[src/hw/rtl/cfh_pkg.sv]
`timescale 1ns / 1ps

package cfh_pkg;

  localparam int MAX_FRAME_DEF = 8;

  localparam logic [7:0] CRC_POLY = 8'h07;
  localparam logic [7:0] CRC_TOP  = 8'h80;

  localparam int OP_W   = 2;
  localparam int IDX_W  = 3;
  localparam int DATA_W = 16;

  typedef enum logic [OP_W-1:0] {
    OP_BYTE    = 2'd0,
    OP_TICK    = 2'd1,
    OP_RESTART = 2'd2
  } op_t;

  typedef enum logic [IDX_W-1:0] {
    REG_FRAME_LENGTH  = 3'd0,
    REG_PREFIX_LENGTH = 3'd1,
    REG_PREFIX_FIRST  = 3'd2,
    REG_PREFIX_SECOND = 3'd3,
    REG_TIMEOUT_TICKS = 3'd4
  } reg_idx_t;

  localparam logic KIND_FRAME   = 1'b0;
  localparam logic KIND_TIMEOUT = 1'b1;

  localparam logic [3:0]  FRAME_LENGTH_RST  = 4'd3;
  localparam logic [1:0]  PREFIX_LENGTH_RST = 2'd1;
  localparam logic [7:0]  PREFIX_FIRST_RST  = 8'd0;
  localparam logic [7:0]  PREFIX_SECOND_RST = 8'd0;
  localparam logic [15:0] TIMEOUT_TICKS_RST = 16'd20;

  typedef struct packed {
    logic shift;
    logic load;
    logic eshift;
  } cell_ctl_t;

  function automatic logic [7:0] crc_byte(input logic [7:0] crc, input logic [7:0] b);
    logic [7:0] c;
    c = crc ^ b;
    for (int i = 0; i < 8; i++) begin
      if ((c & CRC_TOP) != 8'd0) begin
        c = {c[6:0], 1'b0} ^ CRC_POLY;
      end else begin
        c = {c[6:0], 1'b0};
      end
    end
    return c;
  endfunction

endpackage

[src/hw/rtl/cfh_in_if.sv]
`timescale 1ns / 1ps

interface cfh_in_if;
  logic                       valid;
  logic                       ready;
  logic [cfh_pkg::OP_W-1:0]   operation;
  logic [7:0]                 rx_byte;

  modport source (output valid, output operation, output rx_byte, input ready);
  modport sink (input valid, input operation, input rx_byte, output ready);
endinterface

[src/hw/rtl/cfh_out_if.sv]
`timescale 1ns / 1ps

interface cfh_out_if;
  logic       valid;
  logic       ready;
  logic       kind;
  logic [7:0] frame_byte;
  logic       last;

  modport source (output valid, output kind, output frame_byte, output last, input ready);
  modport sink (input valid, input kind, input frame_byte, input last, output ready);
endinterface

[src/hw/rtl/cfh_cfg_if.sv]
`timescale 1ns / 1ps

interface cfh_cfg_if;
  logic                         valid;
  logic                         ready;
  logic [cfh_pkg::IDX_W-1:0]    index;
  logic [cfh_pkg::DATA_W-1:0]   data;

  modport source (output valid, output index, output data, input ready);
  modport sink (input valid, input index, input data, output ready);
endinterface

[src/hw/rtl/crc_checked_frame_hunter.sv]
`timescale 1ns / 1ps

// channel | dir | payload                         | transfer
// in_s    | in  | operation, rx_byte              | valid & ready
// out_s   | out | kind, frame_byte, last          | valid & ready
// cfg_s   | in  | index, data                     | valid & ready (ready held high)
//
// bytes, ticks and restarts may follow back to back while no result is pending
// a matched frame of n bytes is shifted out of the cell chain byte by byte; input is
// held until its last byte transfers, and taken again in that same cycle
// a timeout result is a single transfer and holds the input in the same way
// reset is synchronous: counters and config registers return to their defaults; the cells are not reset
// out_ready low holds the pending result and, with it, the input side

module crc_checked_frame_hunter #(
  parameter int MAX_FRAME = cfh_pkg::MAX_FRAME_DEF
) (
  input logic          clk,
  input logic          rst_n,
  cfh_in_if.sink       in_s,
  cfh_out_if.source    out_s,
  cfh_cfg_if.sink      cfg_s
);

  localparam int LW = $clog2(MAX_FRAME + 1);
  localparam int IW = $clog2(MAX_FRAME);

  logic [3:0]  frame_length_r;
  logic [1:0]  prefix_length_r;
  logic [7:0]  prefix_first_r;
  logic [7:0]  prefix_second_r;
  logic [15:0] timeout_ticks_r;

  logic [LW-1:0] fill_r, fill_nxt, fill_inc;
  logic [15:0]   idle_r, idle_nxt, idle_inc;
  logic [LW-1:0] cnt_r, cnt_nxt;
  logic          kind_r, kind_nxt;

  logic [7:0] win_w     [MAX_FRAME];
  logic [7:0] crc_w     [MAX_FRAME];
  logic [7:0] emit_w    [MAX_FRAME];
  logic [7:0] byte_in_w [MAX_FRAME];
  logic [7:0] crc_in_w  [MAX_FRAME];
  logic [7:0] emit_in_w [MAX_FRAME];

  cfh_pkg::cell_ctl_t ctl;

  logic [LW-1:0] len;
  logic [IW-1:0] idx_crc, idx_second, idx_head;
  logic [7:0]    sel_crc, sel_first, sel_second, head;
  logic          match, in_xfer, out_xfer;

  for (genvar k = 0; k < MAX_FRAME; k++) begin : g_cell
    if (k == 0) begin : g_first
      assign byte_in_w[k] = in_s.rx_byte;
      assign crc_in_w[k]  = 8'd0;
      assign emit_in_w[k] = 8'd0;
    end else begin : g_next
      assign byte_in_w[k] = win_w[k-1];
      assign crc_in_w[k]  = crc_w[k-1];
      assign emit_in_w[k] = emit_w[k-1];
    end
    cfh_cell u_cell (
      .clk      (clk),
      .ctl      (ctl),
      .new_byte (in_s.rx_byte),
      .byte_in  (byte_in_w[k]),
      .crc_in   (crc_in_w[k]),
      .emit_in  (emit_in_w[k]),
      .win_byte (win_w[k]),
      .crc_out  (crc_w[k]),
      .emit_out (emit_w[k])
    );
  end

  always_comb begin
    if (frame_length_r < 4'd3) begin
      len = LW'(3);
    end else if (int'(frame_length_r) > MAX_FRAME) begin
      len = LW'(MAX_FRAME);
    end else begin
      len = LW'(frame_length_r);
    end
  end

  assign idx_crc    = IW'(len - LW'(2));
  assign idx_second = IW'(len - LW'(3));
  assign idx_head   = IW'(len - LW'(1));

  always_comb begin
    sel_crc    = 8'd0;
    sel_first  = 8'd0;
    sel_second = 8'd0;
    head       = 8'd0;
    for (int k = 0; k < MAX_FRAME; k++) begin
      if (IW'(k) == idx_crc) begin
        sel_crc   = crc_w[k];
        sel_first = win_w[k];
      end
      if (IW'(k) == idx_second) begin
        sel_second = win_w[k];
      end
      if (IW'(k) == idx_head) begin
        head = emit_w[k];
      end
    end
  end

  assign fill_inc = (fill_r == LW'(MAX_FRAME)) ? fill_r : fill_r + LW'(1);
  assign idle_inc = (idle_r == 16'hFFFF) ? idle_r : idle_r + 16'd1;

  assign match = (fill_inc >= len) && (sel_first == prefix_first_r)
               && (!prefix_length_r[1] || (sel_second == prefix_second_r))
               && (sel_crc == in_s.rx_byte);

  assign in_s.ready  = (cnt_r == '0) || ((cnt_r == LW'(1)) && out_s.ready);
  assign in_xfer     = in_s.valid && in_s.ready;
  assign out_xfer    = out_s.valid && out_s.ready;
  assign cfg_s.ready = 1'b1;

  always_comb begin
    fill_nxt   = fill_r;
    idle_nxt   = idle_r;
    kind_nxt   = kind_r;
    cnt_nxt    = out_xfer ? cnt_r - LW'(1) : cnt_r;
    ctl        = '0;
    ctl.eshift = out_xfer;
    if (in_xfer) begin
      case (in_s.operation)
        cfh_pkg::OP_BYTE: begin
          ctl.shift = 1'b1;
          idle_nxt  = 16'd0;
          if (match) begin
            ctl.load = 1'b1;
            fill_nxt = '0;
            cnt_nxt  = len;
            kind_nxt = cfh_pkg::KIND_FRAME;
          end else begin
            fill_nxt = fill_inc;
          end
        end
        cfh_pkg::OP_TICK: begin
          if (idle_inc >= timeout_ticks_r) begin
            fill_nxt = '0;
            idle_nxt = 16'd0;
            cnt_nxt  = LW'(1);
            kind_nxt = cfh_pkg::KIND_TIMEOUT;
          end else begin
            idle_nxt = idle_inc;
          end
        end
        cfh_pkg::OP_RESTART: begin
          fill_nxt = '0;
          idle_nxt = 16'd0;
        end
        default: ;
      endcase
    end
  end

  always_ff @(posedge clk) begin
    if (!rst_n) begin
      fill_r <= '0;
      idle_r <= 16'd0;
      cnt_r  <= '0;
      kind_r <= cfh_pkg::KIND_FRAME;
    end else begin
      fill_r <= fill_nxt;
      idle_r <= idle_nxt;
      cnt_r  <= cnt_nxt;
      kind_r <= kind_nxt;
    end
  end

  always_ff @(posedge clk) begin
    if (!rst_n) begin
      frame_length_r  <= cfh_pkg::FRAME_LENGTH_RST;
      prefix_length_r <= cfh_pkg::PREFIX_LENGTH_RST;
      prefix_first_r  <= cfh_pkg::PREFIX_FIRST_RST;
      prefix_second_r <= cfh_pkg::PREFIX_SECOND_RST;
      timeout_ticks_r <= cfh_pkg::TIMEOUT_TICKS_RST;
    end else if (cfg_s.valid && cfg_s.ready) begin
      case (cfg_s.index)
        cfh_pkg::REG_FRAME_LENGTH:  frame_length_r  <= cfg_s.data[3:0];
        cfh_pkg::REG_PREFIX_LENGTH: prefix_length_r <= cfg_s.data[1:0];
        cfh_pkg::REG_PREFIX_FIRST:  prefix_first_r  <= cfg_s.data[7:0];
        cfh_pkg::REG_PREFIX_SECOND: prefix_second_r <= cfg_s.data[7:0];
        cfh_pkg::REG_TIMEOUT_TICKS: timeout_ticks_r <= cfg_s.data[15:0];
        default: ;
      endcase
    end
  end

  assign out_s.valid      = (cnt_r != '0);
  assign out_s.kind       = kind_r;
  assign out_s.frame_byte = (kind_r == cfh_pkg::KIND_TIMEOUT) ? 8'd0 : head;
  assign out_s.last       = (cnt_r == LW'(1));

endmodule

[src/hw/rtl/cfh_cell.sv]
`timescale 1ns / 1ps

module cfh_cell (
  input  logic                clk,
  input  cfh_pkg::cell_ctl_t  ctl,
  input  logic [7:0]          new_byte,
  input  logic [7:0]          byte_in,
  input  logic [7:0]          crc_in,
  input  logic [7:0]          emit_in,
  output logic [7:0]          win_byte,
  output logic [7:0]          crc_out,
  output logic [7:0]          emit_out
);

  logic [7:0] win_r;
  logic [7:0] crc_r;
  logic [7:0] emit_r;

  // crc over the bytes from this cell down to the newest one
  always_ff @(posedge clk) begin
    if (ctl.shift) begin
      win_r <= byte_in;
      crc_r <= cfh_pkg::crc_byte(crc_in, new_byte);
    end
    if (ctl.load) begin
      emit_r <= byte_in;
    end else if (ctl.eshift) begin
      emit_r <= emit_in;
    end
  end

  assign win_byte = win_r;
  assign crc_out  = crc_r;
  assign emit_out = emit_r;

endmodule

[src/flat_wrapper.sv]
// flat-port wrapper written by rule: the top's interface ports become plain ports
module crc_checked_frame_hunter_flat 
#(
  parameter int MAX_FRAME = cfh_pkg::MAX_FRAME_DEF
)
  (clk, rst_n, in_s_valid, in_s_operation, in_s_rx_byte, in_s_ready, out_s_valid, out_s_kind, out_s_frame_byte, out_s_last, out_s_ready, cfg_s_valid, cfg_s_index, cfg_s_data, cfg_s_ready);
  cfh_in_if in_s_i ();
  cfh_out_if out_s_i ();
  cfh_cfg_if cfg_s_i ();
  input logic clk;
  input logic rst_n;
  input wire logic [$bits(in_s_i.valid)-1:0] in_s_valid;
  input wire logic [$bits(in_s_i.operation)-1:0] in_s_operation;
  input wire logic [$bits(in_s_i.rx_byte)-1:0] in_s_rx_byte;
  output wire logic [$bits(in_s_i.ready)-1:0] in_s_ready;
  output wire logic [$bits(out_s_i.valid)-1:0] out_s_valid;
  output wire logic [$bits(out_s_i.kind)-1:0] out_s_kind;
  output wire logic [$bits(out_s_i.frame_byte)-1:0] out_s_frame_byte;
  output wire logic [$bits(out_s_i.last)-1:0] out_s_last;
  input wire logic [$bits(out_s_i.ready)-1:0] out_s_ready;
  input wire logic [$bits(cfg_s_i.valid)-1:0] cfg_s_valid;
  input wire logic [$bits(cfg_s_i.index)-1:0] cfg_s_index;
  input wire logic [$bits(cfg_s_i.data)-1:0] cfg_s_data;
  output wire logic [$bits(cfg_s_i.ready)-1:0] cfg_s_ready;
  assign in_s_i.valid = in_s_valid;
  assign in_s_i.operation = in_s_operation;
  assign in_s_i.rx_byte = in_s_rx_byte;
  assign in_s_ready = in_s_i.ready;
  assign out_s_valid = out_s_i.valid;
  assign out_s_kind = out_s_i.kind;
  assign out_s_frame_byte = out_s_i.frame_byte;
  assign out_s_last = out_s_i.last;
  assign out_s_i.ready = out_s_ready;
  assign cfg_s_i.valid = cfg_s_valid;
  assign cfg_s_i.index = cfg_s_index;
  assign cfg_s_i.data = cfg_s_data;
  assign cfg_s_ready = cfg_s_i.ready;
  crc_checked_frame_hunter #(.MAX_FRAME(MAX_FRAME)) u_core (.clk(clk), .rst_n(rst_n), .in_s(in_s_i), .out_s(out_s_i), .cfg_s(cfg_s_i));
endmodule
[config.mk]
export PLATFORM = sky130hd
export DESIGN_NAME = crc_checked_frame_hunter_flat
export DESIGN_NICKNAME = d
export VERILOG_FILES = /design/src/hw/rtl/cfh_pkg.sv /design/src/hw/rtl/cfh_in_if.sv /design/src/hw/rtl/cfh_out_if.sv /design/src/hw/rtl/cfh_cfg_if.sv /design/src/hw/rtl/crc_checked_frame_hunter.sv /design/src/hw/rtl/cfh_cell.sv /design/src/flat_wrapper.sv
export SDC_FILE = /design/constraint.sdc
export NUM_CORES = 1
export LEC_CHECK = 0
export BUFFER_PORTS_ARGS = -buffer_cell sky130_fd_sc_hd__buf_2
export CAP_MARGIN = 5
export CELL_PAD_IN_SITES_DETAIL_PLACEMENT = 0
export CELL_PAD_IN_SITES_GLOBAL_PLACEMENT = 1
export CORE_ASPECT_RATIO = 1.75
export CORE_MARGIN = 8
export CORE_UTILIZATION = 46
export CTS_CLUSTER_DIAMETER = 60
export CTS_CLUSTER_SIZE = 12
export DETAILED_ROUTE_END_ITERATION = 8
export PLACE_DENSITY_LB_ADDON = 0.1
export SYNTH_ARGS = -nofsm -noshare
export SYNTH_HDL_FRONTEND = slang
export SYNTH_HIERARCHICAL = 1
export SYNTH_SLANG_ARGS = --single-unit
[constraint.sdc]
create_clock -name clk -period 4.9 [get_ports clk]
set_clock_uncertainty 0.05 [all_clocks]
set_input_delay 0.98 -clock clk [delete_from_list [all_inputs] [get_ports clk]]
set_output_delay 0.98 -clock clk [all_outputs]
set_load 0.005 [all_outputs]
## Yosys cells after proc, flatten, opt, wreduce, memory -nomap -nowiden

Index checks and enable logic that the tools add are counted.

- Logic and storage cells: 375
- Register bits: 255
- Bits of input ports: 34
- Output and inout bits: 13

- Muxes and demuxes: 189
- $add $sub $neg: 6
- Equality and inequality tests: 35
- Bitwise gates (word level): 71
- Magnitude comparators: 4
- Reductions and logical operators: 29

Operators by type and width:

| operator | number |
|---|---|
| 8-bit 2-to-1 mux | 105 |
| 3-bit 2-to-1 mux | 64 |
| 3-bit inverter | 64 |
| 8-bit XOR | 7 |
| 3-bit equality test (first input constant) | 12 |
| 4-bit 2-to-1 mux | 9 |
| 16-bit 2-to-1 mux | 2 |
| 16-bit case mux with 2 select lines | 1 |
| 8-bit equality test | 3 |
| 2-bit by 3-bit equality test with 1-bit output (first input constant) | 6 |
| 16-bit by 1-bit adder with 16-bit output (second input constant) | 1 |
| 16-bit equality test (second input constant) | 1 |
| 16-bit greater-or-equal comparator | 1 |
| 3-bit zero test | 4 |
| 4-bit case mux with 3 select lines | 1 |
| 2-bit AND reduction | 6 |
| 1-bit by 3-bit equality test with 1-bit output (first input constant) | 3 |
| 4-bit case mux with 2 select lines | 1 |
| 3-bit by 2-bit equality test with 1-bit output (second input constant) | 2 |
| 1-bit logical AND | 6 |
| 2-bit nonzero test | 3 |
| 3-bit by 2-bit subtractor with 3-bit output (second input constant) | 2 |
| 4-bit by 1-bit adder with 4-bit output (second input constant) | 1 |
| 4-bit by 1-bit equality test with 1-bit output (second input constant) | 1 |
| other kinds (23) | 28 |

## Depth between registers and ports, before layout

- Depth after elaboration: 41
- Gate-level depth with buffers: 19
- Gate-level depth less buffers: 16

## By module

The synthesis kept the hierarchy.

Modules (own cells, without submodules):

| module | area an instance (um2) | times used | cells each | seq. area each (um2) |
|---|---|---|---|---|
| cfh_cell | 1,006.0 | 8 | 55 | 720.7 |
| crc_checked_frame_hunter | 6,421.2 | 1 | 879 | 1,241.2 |

## Least setup slack after synthesis

OpenSTA, ideal clock, no wires.

- Kind: reg2reg
- Start point: register u_core.frame_length_r[0]
- End point: register u_core.g_cell[1].u_cell.emit_r[0] (data pin)
- Data required time: 4.590 ns
- Slack: -0.008 ns
- Arrival: 4.598 ns
- Stages on the path, launching flop included: 16
- Cells stage by stage: dfxtp_1 > buf_4 > buf_8 > nor2b_1 > nor3_1 > ha_1 > nor3b_1 > a222oi_1 > a211oi_1 > mux2_2 > or4_1 > o31a_1 > or4_4 > inv_1 > buf_2 > mux2_2

RTL lines:

| item | line | RTL |
|---|---|---|
| from (decl) | crc_checked_frame_hunter.sv:28 | `logic [3:0] frame_length_r;` |
| from (signal assigned) | crc_checked_frame_hunter.sv:177 | `frame_length_r <= cfh_pkg::FRAME_LENGTH_RST;` |
| from (signal assigned) | crc_checked_frame_hunter.sv:184 | `cfh_pkg::REG_FRAME_LENGTH: frame_length_r <= cfg_s.data[3:0];` |
| to (signal assigned) | cfh_cell.sv:26 | `emit_r <= byte_in;` |
| to (signal assigned) | cfh_cell.sv:28 | `emit_r <= emit_in;` |
| to (decl) | cfh_cell.sv:17 | `logic [7:0] emit_r;` |

==> summary.md <==
| Metric | Value |
|---|---|
| Status | `finished clean` |
| H-tree Lvls | `1` |
| Final layout net count | `1444` |
| Fin crit share | `0.972` |
| Net switching power | `1.78 mW` |
| Placed cell count | `1738` |
| Commonest non-fill, non-tap cells in the layout | `184 x edfxtp_1, 122 x xnor2_1, 108 x nand2_1, 79 x nor2_1, 66 x a21oi_1` |
| DP HPWL | `35000 um` |
| Switch share | `0.293` |
| Vias in the first global route | `10700` |
| Worst-path fanout max | `17` |
| Power after layout | `6.07 mW` |
| Hold path cells | `2` |
| Minimum clock period | `4.76 ns` |
| Max-cap violations | `0` |
| Cts hold-fix bufs | `0` |
| Die width | `148 um` |
| PwrDens | `383 mW/mm^2` |
| Initial Util | `0.467` |
| Commonest non-fill, non-tap cell in the layout | `edfxtp_1` |
| Final Cell Area | `0.0158 mm^2` |
| Clock Latency Late Sink | `0.55 ns` |
| Post-synthesis instance total | `1290` |
| Placement row count | `84` |
| Antenna fix cells | `0` |
| Fill count | `2822` |
| Worst Tran Pin Value | `0.856 ns` |
| R2R setup slack | `0.14 ns` |
| Die area | `0.0366 mm^2` |
| Syn avg cell area | `10.9 um^2` |
| Setup WS post-layout | `0.137 ns` |
| Port Buf Inserts | `45` |
| Ys Warns | `6` |
| Largest net degree at the start of global routing | `51` |
| Iteration-0 DRC Markers | `695` |
| Clock sink total | `246` |
| P_int | `4.29 mW` |
| P_leak | `5.66 nW` |
| Setup CP Type | `reg -> reg` |
| Remaining global-route overflow | `0` |
| Final non-filler cell total | `1784` |
| Antenna Nets Post-Route | `0` |
| CTS tree | `yes` |
| Pre-Repair DR Iteration Count | `5` |
| Critical path endpoint category | `flip-flop` |
| Final Hold Viols | `0` |
| Fmax | `0.210 GHz` |
| CP Cell Sequence | `nor2b_2 > nor3_4 > buf_4 > buf_4 > ha_1 > buf_4 > a222oi_1 > a211oi_2 > mux2_2 > or4_1 > o31a_1 > or4_4 > inv_4 > buf_4 > mux2_2` |
| Comb power frac | `0.225` |
| Sequential Power Share | `0.489` |
| Core box area | `0.0301 mm^2` |
| Remaining DRCs | `0` |
| Reg clk slew, reported paths | `0.06 ns` |
| Chip height | `247 um` |
| Placed Area | `0.0150 mm^2` |
| Clk root buf | `clkbuf_16` |
| DR vias | `10481` |
| Worst slack at placement | `-0.00455 ns` |
| Clock power share | `0.286` |
| CTS Buf Count | `24` |
| GPL Wtd Cong | `0.983` |
| Worst-case reg-to-reg path depth | `15` |
| Relative slew slack | `0.422` |
| Initial antenna violation count | `0` |
| First-pass GRT wire length | `66400 um` |
| Final setup vio count | `0` |
| IO Count | `47` |
| Critical Path Start Type | `flip-flop` |
| Worst vdd ir | `347 uV` |
| CP max-delay cell | `or4_4` |
| GR Util All Layers | `0.244` |
| CTS Buffer Depth | `3` |
| Fin. max-slew vios | `0` |
| Mapped cell area | `0.0140 mm^2` |
| Total Wirelength | `44800 um` |
| Largest stage delay, worst path | `0.58 ns` |
| Critical Path AT | `4.99 ns` |
| Via/cell ratio | `5.88` |
| Required time worst endpoint | `5.13 ns` |
| Wire per inst | `25.1 um` |
| Type of the most critical hold path | `reg -> reg` |
| Final hold slack | `0.408 ns` |
| CP most frequent cell | `buf_4` |
| Syn-to-layout area delta | `12.8%` |
| Share of cells above drive strength 1 | `0.180` |
-- state kept, by name, indices dropped and copies added (netlist names), 8 cells and up --
signal                         cells
u_core/prefix_first_r              8
u_core/idle_r                     16
u_core/g_cell.u_cell/win_byte     64
u_core/g_cell.u_cell/emit_out     64
u_core/prefix_second_r             8
u_core/g_cell.u_cell/crc_out      56
u_core/timeout_ticks_r            16
-- power groups by stage --
stage	registers (mW)	clock network, mW	logic (mW)
6_report	2.97	1.74	1.36
5_1_grt	3.00	1.85	1.49
4_1_cts	2.97	1.78	1.37
3_5_place_dp	3.01	0	1.36
3_3_place_gp	3.00	0	1.34
2_1_floorplan	2.90	0	0.998
-- layout make-up --
cell class,count,area [um^2],share of cell area
Clock buffer,43,693,0.0437
Multi-Input combinational cell,934,6850,0.433
Sequential cell,246,6770,0.427
Clock inverter,1,16.3,0.00103
Timing Repair Buffer,111,792,0.0500
Inverter,62,238,0.0150
Tap cell,387,484,0.0306
-- critical path: cells and delay by family (launching register included) --
kind / cells / cell delay, ns
buffers and inverters: 5 / 0.81
DFF: 1 / 0.38
adders and majority gates: 1 / 0.22
and+or+nand+nor: 4 / 1.43
muxes: 2 / 0.65
AOI/OAI and AO/OA: 3 / 0.94
-- through the flow --
| stage | TNS [ns] | utilization |
|---|---|---|
| 2_1_floorplan | 0 | - |
| 3_3_place_gp | 0 | 0.501 |
| 3_5_place_dp | -0.0144 | 0.501 |
| 4_1_cts | 0 | 0.524 |
| 5_1_grt | -0.491 | 0.527 |
| 6_report | 0 | 0.527 |
-- routing by layer --
metal  global-route usage  vias up  wire length (um)
met5                    0        -                 0
met1                0.221     5154             14800
met2                0.489      265             25300
met3               0.0311      124              1630
met4                0.158        0              3080
li1                     -     4938                 -
-- final timing paths --
kind,startpoint,to
max reg2reg,u_core/frame_length_r[2],u_core/g_cell[6].u_cell/emit_out[3]
min,u_core/timeout_ticks_r[8],u_core/timeout_ticks_r[8]
min reg2reg,u_core/timeout_ticks_r[8],u_core/timeout_ticks_r[8]
max,u_core/frame_length_r[2],u_core/g_cell[6].u_cell/emit_out[3]
-- repair_timing --
action,CTS,global route
endpoints found under the setup margin,34,120
pin swaps,0,1
buffers inserted,0,1
gates resized for setup,1,12
gates cloned,0,1
Power figures use the tool's default switching activity.
